File: src/markup_to_ansi_translator_core_macros.svh
// assertion helpers shared by the rtl
`ifndef MARKUP_TO_ANSI_TRANSLATOR_CORE_MACROS_SVH
`define MARKUP_TO_ANSI_TRANSLATOR_CORE_MACROS_SVH

// implication checked on every clock outside reset
`define MTA_ASSERT_IMP(label, ante, cons, msg) \
  label: assert property (@(posedge clk_i) disable iff (!rst_ni) (ante) |-> (cons)) \
    else $error(msg);

// condition that must never be seen outside reset
`define MTA_ASSERT_NEVER(label, cond, msg) \
  label: assert property (@(posedge clk_i) disable iff (!rst_ni) !(cond)) \
    else $error(msg);

`endif

File: src/mta_pkg.sv
package mta_pkg;

  typedef struct packed {
    logic [7:0] in_byte;
    logic       in_last;
  } in_word_t;

  typedef struct packed {
    logic [7:0] out_byte;
    logic       run_last;
    logic       text_end;
  } out_word_t;

  typedef enum logic [2:0] {
    RepQuote   = 3'd0,
    RepNewline = 3'd1,
    RepCloseB  = 3'd2,
    RepCloseI  = 3'd3,
    RepOpenB   = 3'd4,
    RepOpenI   = 3'd5
  } rep_e;

  localparam int unsigned NumPatterns = 6;
  localparam logic [7:0]  EscByte     = 8'h1B;

  // classified result of one input word
  typedef struct packed {
    logic [2:0]      nlit;
    logic [3:0][7:0] lit;
    logic            has_rep;
    rep_e            rep;
    logic            last;
  } rec_t;

  function automatic logic [3:0][7:0] pat_bytes(rep_e p);
    logic [3:0][7:0] r;
    r = '0;
    unique case (p)
      RepQuote:   begin r[0] = 8'h22; r[1] = 8'h22; end
      RepNewline: begin r[0] = 8'h5C; r[1] = 8'h6E; end
      RepCloseB:  begin r[0] = 8'h3C; r[1] = 8'h2F; r[2] = 8'h62; r[3] = 8'h3E; end
      RepCloseI:  begin r[0] = 8'h3C; r[1] = 8'h2F; r[2] = 8'h69; r[3] = 8'h3E; end
      RepOpenB:   begin r[0] = 8'h3C; r[1] = 8'h62; r[2] = 8'h3E; end
      RepOpenI:   begin r[0] = 8'h3C; r[1] = 8'h69; r[2] = 8'h3E; end
      default:    r = '0;
    endcase
    return r;
  endfunction

  function automatic logic [2:0] pat_len(rep_e p);
    logic [2:0] r;
    unique case (p)
      RepQuote, RepNewline: r = 3'd2;
      RepCloseB, RepCloseI: r = 3'd4;
      RepOpenB, RepOpenI:   r = 3'd3;
      default:              r = 3'd0;
    endcase
    return r;
  endfunction

  function automatic logic [3:0][7:0] rep_bytes(rep_e p);
    logic [3:0][7:0] r;
    r = '0;
    unique case (p)
      RepQuote:   r[0] = 8'h22;
      RepNewline: r[0] = 8'h0A;
      RepCloseB, RepCloseI: begin
        r[0] = EscByte; r[1] = 8'h5B; r[2] = 8'h30; r[3] = 8'h6D;
      end
      RepOpenB: begin
        r[0] = EscByte; r[1] = 8'h5B; r[2] = 8'h31; r[3] = 8'h6D;
      end
      RepOpenI: begin
        r[0] = EscByte; r[1] = 8'h5B; r[2] = 8'h33; r[3] = 8'h6D;
      end
      default: r = '0;
    endcase
    return r;
  endfunction

  function automatic logic [2:0] rep_len(rep_e p);
    logic [2:0] r;
    unique case (p)
      RepQuote, RepNewline: r = 3'd1;
      RepCloseB, RepCloseI, RepOpenB, RepOpenI: r = 3'd4;
      default: r = 3'd0;
    endcase
    return r;
  endfunction

endpackage

File: src/mta_front.sv
module mta_front
  import mta_pkg::*;
(
  input  logic     clk_i,
  input  logic     rst_ni,
  input  logic     in_valid_i,
  output logic     in_ready_o,
  input  in_word_t in_word_i,
  input  logic     full_i,
  output logic     push_o,
  output rec_t     rec_o
);

  logic [2:0][7:0] held_q, held_d;
  logic [1:0]      cnt_q, cnt_d;
  logic [3:0][7:0] buf_v;
  logic [3:0][7:0] pb;
  logic [2:0]      n;
  logic [2:0]      pl;
  logic            stop, full, pref, eq;
  rep_e            full_id;
  rec_t            rec;
  logic            accept;

  assign in_ready_o = !full_i;
  assign accept     = in_valid_i && in_ready_o;

  // greedy match over held bytes plus the new one, at most four rounds
  always_comb begin
    buf_v = '0;
    buf_v[2:0] = held_q;
    buf_v[cnt_q] = in_word_i.in_byte;
    n = {1'b0, cnt_q} + 3'd1;
    stop = 1'b0;
    full = 1'b0;
    pref = 1'b0;
    eq = 1'b0;
    pb = '0;
    pl = '0;
    full_id = RepQuote;
    rec = '0;
    rec.rep = RepQuote;
    rec.last = in_word_i.in_last;
    for (int it = 0; it < 4; it++) begin
      if (!stop && n != 3'd0) begin
        full = 1'b0;
        pref = 1'b0;
        full_id = RepQuote;
        for (int p = 0; p < NumPatterns; p++) begin
          pb = pat_bytes(rep_e'(3'(p)));
          pl = pat_len(rep_e'(3'(p)));
          eq = 1'b1;
          for (int k = 0; k < 4; k++) begin
            if (3'(k) < n && buf_v[k] != pb[k]) eq = 1'b0;
          end
          if (eq && n <= pl) begin
            if (n == pl) begin
              full = 1'b1;
              full_id = rep_e'(3'(p));
            end else begin
              pref = 1'b1;
            end
          end
        end
        if (full) begin
          rec.has_rep = 1'b1;
          rec.rep = full_id;
          n = 3'd0;
          stop = 1'b1;
        end else if (pref && !in_word_i.in_last) begin
          stop = 1'b1;
        end else begin
          // first byte cannot start a match any more: pass it through
          rec.lit[rec.nlit[1:0]] = buf_v[0];
          rec.nlit = rec.nlit + 3'd1;
          buf_v = {8'h00, buf_v[3:1]};
          n = n - 3'd1;
        end
      end
    end
    held_d = buf_v[2:0];
    cnt_d = n[1:0];
  end

  assign rec_o  = rec;
  assign push_o = accept && (rec.nlit != 3'd0 || rec.has_rep);

  always_ff @(posedge clk_i or negedge rst_ni) begin
    if (!rst_ni) begin
      cnt_q <= '0;
    end else if (accept) begin
      cnt_q <= cnt_d;
    end
  end

  always_ff @(posedge clk_i) begin
    if (accept) begin
      held_q <= held_d;
    end
  end

endmodule

File: src/mta_fifo.sv
module mta_fifo
  import mta_pkg::*;
#(
  parameter int unsigned Depth = 2
) (
  input  logic clk_i,
  input  logic rst_ni,
  input  logic push_i,
  input  rec_t wdata_i,
  input  logic pop_i,
  output rec_t rdata_o,
  output logic full_o,
  output logic empty_o
);

  localparam int unsigned PtrW = (Depth > 1) ? $clog2(Depth) : 1;
  localparam int unsigned CntW = $clog2(Depth + 1);

  rec_t            mem_q [Depth];
  logic [PtrW-1:0] wr_ptr_q, rd_ptr_q;
  logic [CntW-1:0] cnt_q;
  logic            do_push, do_pop;

  assign full_o  = (cnt_q == CntW'(Depth));
  assign empty_o = (cnt_q == '0);
  assign do_push = push_i && !full_o;
  assign do_pop  = pop_i && !empty_o;
  assign rdata_o = mem_q[rd_ptr_q];

  always_ff @(posedge clk_i or negedge rst_ni) begin
    if (!rst_ni) begin
      wr_ptr_q <= '0;
      rd_ptr_q <= '0;
      cnt_q    <= '0;
    end else begin
      if (do_push) begin
        wr_ptr_q <= (wr_ptr_q == PtrW'(Depth - 1)) ? '0 : wr_ptr_q + 1'b1;
      end
      if (do_pop) begin
        rd_ptr_q <= (rd_ptr_q == PtrW'(Depth - 1)) ? '0 : rd_ptr_q + 1'b1;
      end
      if (do_push && !do_pop) begin
        cnt_q <= cnt_q + 1'b1;
      end else if (do_pop && !do_push) begin
        cnt_q <= cnt_q - 1'b1;
      end
    end
  end

  always_ff @(posedge clk_i) begin
    if (do_push) begin
      mem_q[wr_ptr_q] <= wdata_i;
    end
  end

endmodule

File: src/mta_back.sv
module mta_back
  import mta_pkg::*;
(
  input  logic      clk_i,
  input  logic      rst_ni,
  input  rec_t      rec_i,
  input  logic      empty_i,
  output logic      pop_o,
  output logic      out_valid_o,
  input  logic      out_ready_i,
  output out_word_t out_word_o
);

  logic [1:0]      pos_q;
  logic            out_valid_q;
  out_word_t       out_q;
  logic [3:0]      total;
  logic [3:0][7:0] rb;
  logic [1:0]      rpos;
  logic [7:0]      cur_byte;
  logic            is_end;
  logic            load;

  always_comb begin
    total = {1'b0, rec_i.nlit};
    if (rec_i.has_rep) total = total + {1'b0, rep_len(rec_i.rep)};
    rb = rep_bytes(rec_i.rep);
    rpos = pos_q - rec_i.nlit[1:0];
    // literals go out first, then the replacement sequence
    if ({1'b0, pos_q} < rec_i.nlit) cur_byte = rec_i.lit[pos_q];
    else cur_byte = rb[rpos];
    is_end = (({2'b00, pos_q} + 4'd1) == total);
  end

  assign load  = !empty_i && (!out_valid_q || out_ready_i);
  assign pop_o = load && is_end;

  always_ff @(posedge clk_i or negedge rst_ni) begin
    if (!rst_ni) begin
      pos_q       <= '0;
      out_valid_q <= 1'b0;
    end else if (load) begin
      pos_q       <= is_end ? 2'd0 : pos_q + 2'd1;
      out_valid_q <= 1'b1;
    end else if (out_ready_i) begin
      out_valid_q <= 1'b0;
    end
  end

  always_ff @(posedge clk_i) begin
    if (load) begin
      out_q.out_byte <= cur_byte;
      out_q.run_last <= is_end;
      out_q.text_end <= is_end && rec_i.last;
    end
  end

  assign out_valid_o = out_valid_q;
  assign out_word_o  = out_q;

endmodule

File: src/markup_to_ansi_translator_core.sv
// path: an accepted byte's record is written into the queue, then its words are registered at the output
// throughput: one input byte per cycle while each byte yields at most one word
//   and the output is not stalled; an escape sequence keeps the output serializer busy
//   for each of its words, and the input stalls once the two-entry queue in front of it fills
// reset: asynchronous, active low; clears held count, queue and output valid
`include "markup_to_ansi_translator_core_macros.svh"

module markup_to_ansi_translator_core
  import mta_pkg::*;
#(
  parameter int unsigned FifoDepth = 2
) (
  input  logic      clk_i,
  input  logic      rst_ni,
  input  logic      in_valid_i,
  output logic      in_ready_o,
  input  in_word_t  in_word_i,
  output logic      out_valid_o,
  input  logic      out_ready_i,
  output out_word_t out_word_o
);

  logic push, pop, full, empty;
  logic in_last_fire;
  rec_t wr_rec, rd_rec;

  assign in_last_fire = in_valid_i && in_ready_o && in_word_i.in_last;

  mta_front u_front (
    .clk_i      (clk_i),
    .rst_ni     (rst_ni),
    .in_valid_i (in_valid_i),
    .in_ready_o (in_ready_o),
    .in_word_i  (in_word_i),
    .full_i     (full),
    .push_o     (push),
    .rec_o      (wr_rec)
  );

  mta_fifo #(
    .Depth (FifoDepth)
  ) u_fifo (
    .clk_i   (clk_i),
    .rst_ni  (rst_ni),
    .push_i  (push),
    .wdata_i (wr_rec),
    .pop_i   (pop),
    .rdata_o (rd_rec),
    .full_o  (full),
    .empty_o (empty)
  );

  mta_back u_back (
    .clk_i       (clk_i),
    .rst_ni      (rst_ni),
    .rec_i       (rd_rec),
    .empty_i     (empty),
    .pop_o       (pop),
    .out_valid_o (out_valid_o),
    .out_ready_i (out_ready_i),
    .out_word_o  (out_word_o)
  );

  `MTA_ASSERT_NEVER(a_push_full, push && full, "queue pushed while full")
  `MTA_ASSERT_NEVER(a_pop_empty, pop && empty, "queue popped while empty")
  `MTA_ASSERT_IMP(a_last_flush, in_last_fire, push, "final word produced no output")

endmodule

File: config.mk
export PLATFORM = sky130hd
export DESIGN_NAME = markup_to_ansi_translator_core
export DESIGN_NICKNAME = d
export VERILOG_FILES = /design/src/mta_pkg.sv /design/src/mta_front.sv /design/src/mta_fifo.sv /design/src/mta_back.sv /design/src/markup_to_ansi_translator_core.sv
export VERILOG_INCLUDE_DIRS = /design/src /design/src/src
export SDC_FILE = /design/constraint.sdc
export NUM_CORES = 1
export LEC_CHECK = 0
export BUFFER_PORTS_ARGS = -buffer_cell sky130_fd_sc_hd__buf_4
export CORE_MARGIN = 2
export CORE_UTILIZATION = 44
export CTS_CLUSTER_SIZE = 8
export DETAILED_ROUTE_END_ITERATION = 8
export GPL_ROUTABILITY_DRIVEN = 1
export HOLD_SLACK_MARGIN = 0.02
export PLACE_DENSITY = 0.62
export SETUP_SLACK_MARGIN = 0.05
export SLEW_MARGIN = 20
export SYNTH_ARGS = -nofsm -noshare
export SYNTH_HDL_FRONTEND = slang
export SYNTH_HIERARCHICAL = 1
export SYNTH_SLANG_ARGS = --single-unit
File: constraint.sdc
create_clock -name clk_i -period 14.9 [get_ports clk_i]
set_clock_uncertainty 0.05 [all_clocks]
set_input_delay 2.98 -clock clk_i [delete_from_list [all_inputs] [get_ports clk_i]]
set_output_delay 2.98 -clock clk_i [all_outputs]
set_load 0.02 [all_outputs]
==> impl_metrics.json <==
{
  "status": "completed",
  "diodes": 0,
  "ys_ff_latch": 123,
  "post_route_cells_drive_above_1_share": 0.153,
  "wl_met3_mm": 2.70,
  "dr_wl_met2_mm": 14.6,
  "relSlewSlack": 0.291,
  "rsz0062_at_grt": "no",
  "dp_slack_ps": 1600,
  "synth_area_mm2": 0.0109,
  "insertion_delay_ps": 420,
  "syn_to_final_growth_pct": 8.28,
  "globalRouteOverflowTotal": 0,
  "hold_violations": 0,
  "clock-sinks": 123,
  "cts_root_buffer": "clkbuf_16",
  "crit_type": "in2reg",
  "min_path_type": "reg2reg",
  "cp-end-kind": "flop",
  "drv_cap": 0,
  "tns_ps": 0,
  "gp_congestion": 0.966,
  "fin_crit_sh": 0.869,
  "setup_viol": 0,
  "m1WireLength_mm": 14.5,
  "io_buffers": 24,
  "finalWirelength_mm": 32.7,
  "grt_pass1_wl_mm": 50.5,
  "slew_violations": 0,
  "cts_buffers": 17,
  "dr_total_vias": 9463,
  "cpMaxStageDelayCell": "a21boi_1",
  "crit_family": "simple AND/OR/NAND/NOR gates",
  "wire_per_inst_um": 22.1,
  "viasPerCell": 6.39,
  "path_buf_inv": 5,
  "clk_pin_slew_ps": 60,
  "required_ps": 14970,
  "grt_max_degree": 54,
  "ctsResizeCount": 0,
  "cp_common_cell": "nand2_1",
  "fin_ws_ps": 1960,
  "dp_hpwl_mm": 23.9,
  "clockBufferDepth": 2,
  "synth_top_flop_cell": "edfxtp_1",
  "start_util": 0.447,
  "tightest_slew_ps": 1060,
  "rows": 57,
  "dr.pass1.iters": 8,
  "yosysWarnings": 6,
  "ys_types": 100,
  "worstPathMaxFanout": 36,
  "max_stage_delay_ps": 780,
  "n_fill_cell": 2290,
  "seq_area_frac_synth": 0.336,
  "top_layer_used": "met4",
  "postRouteAntennaNets": 0,
  "core_area_mm2": 0.0243,
  "fmax_mhz": 77.3,
  "dieArea_mm2": 0.0260,
  "async_flop_share": 0.0732,
  "cts_htree_levels": 4,
  "period_minus_slack_ps": 12940,
  "die_w_um": 161,
  "grt_pass1_vias": 8756,
  "start_kind": "input pin",
  "r2r_slack_ps": 3080,
  "die_h_um": 161,
  "avgSynthCellArea_um2": 9.32,
  "arrival_ps": 13010,
  "tritoncts": "built",
  "synth-edff-count": 114,
  "ctsHoldBuffers": 0,
  "nets": 1194,
  "first_iter_violations": 1133,
  "synth_cells": 1167,
  "grt.total_usage": 0.250,
  "synth_nets": 1216,
  "cts_setup_buffers": 0,
  "drc": 0,
  "final_core_util": 0.484,
  "antenna_found_initial": 0,
  "io_pins": 25
}
==> cell type report <==
| class | instances | area (um2) | area share |
|---|---|---|---|
| clock buffers | 17 | 425 | 0.0361 |
| multi-input cells | 924 | 6630 | 0.563 |
| well taps | 324 | 405 | 0.0344 |
| repair buffers | 38 | 305 | 0.0259 |
| flip-flops and latches | 123 | 3650 | 0.310 |
| clock inverters | 15 | 205 | 0.0174 |
| inverters | 41 | 154 | 0.0131 |
==> cells in the mapped netlist (all sizes together), types with 9 or more instances <==
master | count | area, um2
o211ai | 19 | 148
nor2b | 9 | 58.8
o21ai | 87 | 462
nor4 | 12 | 75.1
nand3 | 41 | 205
a21oi | 63 | 327
a31oi | 12 | 81.3
a22oi | 12 | 100
mux2 | 59 | 815
nor4b | 9 | 78.8
o31ai | 13 | 118
ha | 36 | 450
nor3 | 31 | 155
nor2 | 105 | 404
a211oi | 11 | 82.6
buf | 42 | 317
nand4 | 10 | 62.6
nand2 | 110 | 415
clkbuf | 37 | 139
and2 | 11 | 68.8
edfxtp | 114 | 3420
o22ai | 14 | 87.6
mux2i | 65 | 651
and3 | 18 | 113
dfrtp | 9 | 225
nor3b | 9 | 67.6
nand2b | 10 | 62.6
or3 | 15 | 93.8
xnor2 | 11 | 130
inv | 41 | 154
==> cell families (layout without fill, tap and decap cells) <==
family / count (synthesis) / in the layout / share of synthesized area
DFF: 123 / 123 / 0.336
adders and majority gates: 36 / 36 / 0.0414
AOI/OAI and AO/OA: 306 / 306 / 0.194
xor gates and xnor gates: 17 / 17 / 0.0168
muxes: 132 / 132 / 0.151
and+or+nand+nor: 433 / 433 / 0.205
buffers and inverters: 120 / 111 / 0.0560
==> registers in the layout, indices dropped and copies added, names as in the netlist <==
name / cells
u_fifo/mem_q: 80
u_front/held_q: 24
u_back/out_word_o: 10
u_back/pos_q: 2
u_fifo/cnt_q: 2
u_front/cnt_q: 2
u_back/out_valid_o: 1
u_fifo/rd_ptr_q: 1
u_fifo/wr_ptr_q: 1
==> per-stage QoR <==
step | area (um2) | hold slack, ps | instances
floorplan | 10900 | 411 | 1167
global placement | 11100 | 458 | 1449
detailed placement | 11100 | 473 | 1450
CTS | 11800 | 481 | 1482
global route | 11800 | 504 | 1482
finish | 11800 | 481 | 1482
==> metal layers <==
| metal | GRT usage | vias up |
|---|---|---|
| met4 | 0.0844 | 0 |
| met3 | 0.0416 | 83 |
| met1 | 0.357 | 4503 |
| li1 | - | 4398 |
| met5 | 0 | - |
| met2 | 0.386 | 479 |
==> final timing paths <==
| kind | from | endpoint | depth (start not counted) |
|---|---|---|---|
| max | in_word_i[6] | u_fifo/mem_q[0][8] | 34 |
| min | u_fifo/cnt_q[1] | u_fifo/cnt_q[1] | 1 |
| max reg2reg | u_front/cnt_q[0] | u_fifo/mem_q[0][8] | 36 |
| min reg2reg | u_fifo/cnt_q[1] | u_fifo/cnt_q[1] | 1 |
| max in group asynchronous | rst_ni | u_fifo/rd_ptr_q | 1 |
| min in group asynchronous | rst_ni | u_back/pos_q[0] | 1 |
==> layout by cell type, fill, tap and decap left out, types with 37 or more instances in the layout <==
| cell | count |
|---|---|
| inv_1 | 40 |
| nand2_1 | 109 |
| mux2_4 | 40 |
| nand3_1 | 41 |
| nor2_1 | 102 |
| o21ai_0 | 76 |
| buf_4 | 37 |
| a21oi_1 | 62 |
| edfxtp_1 | 114 |
| mux2i_1 | 65 |
Power is not shown: default switching activity piles up to over one toggle a cycle in this logic, so the estimate is an artifact.
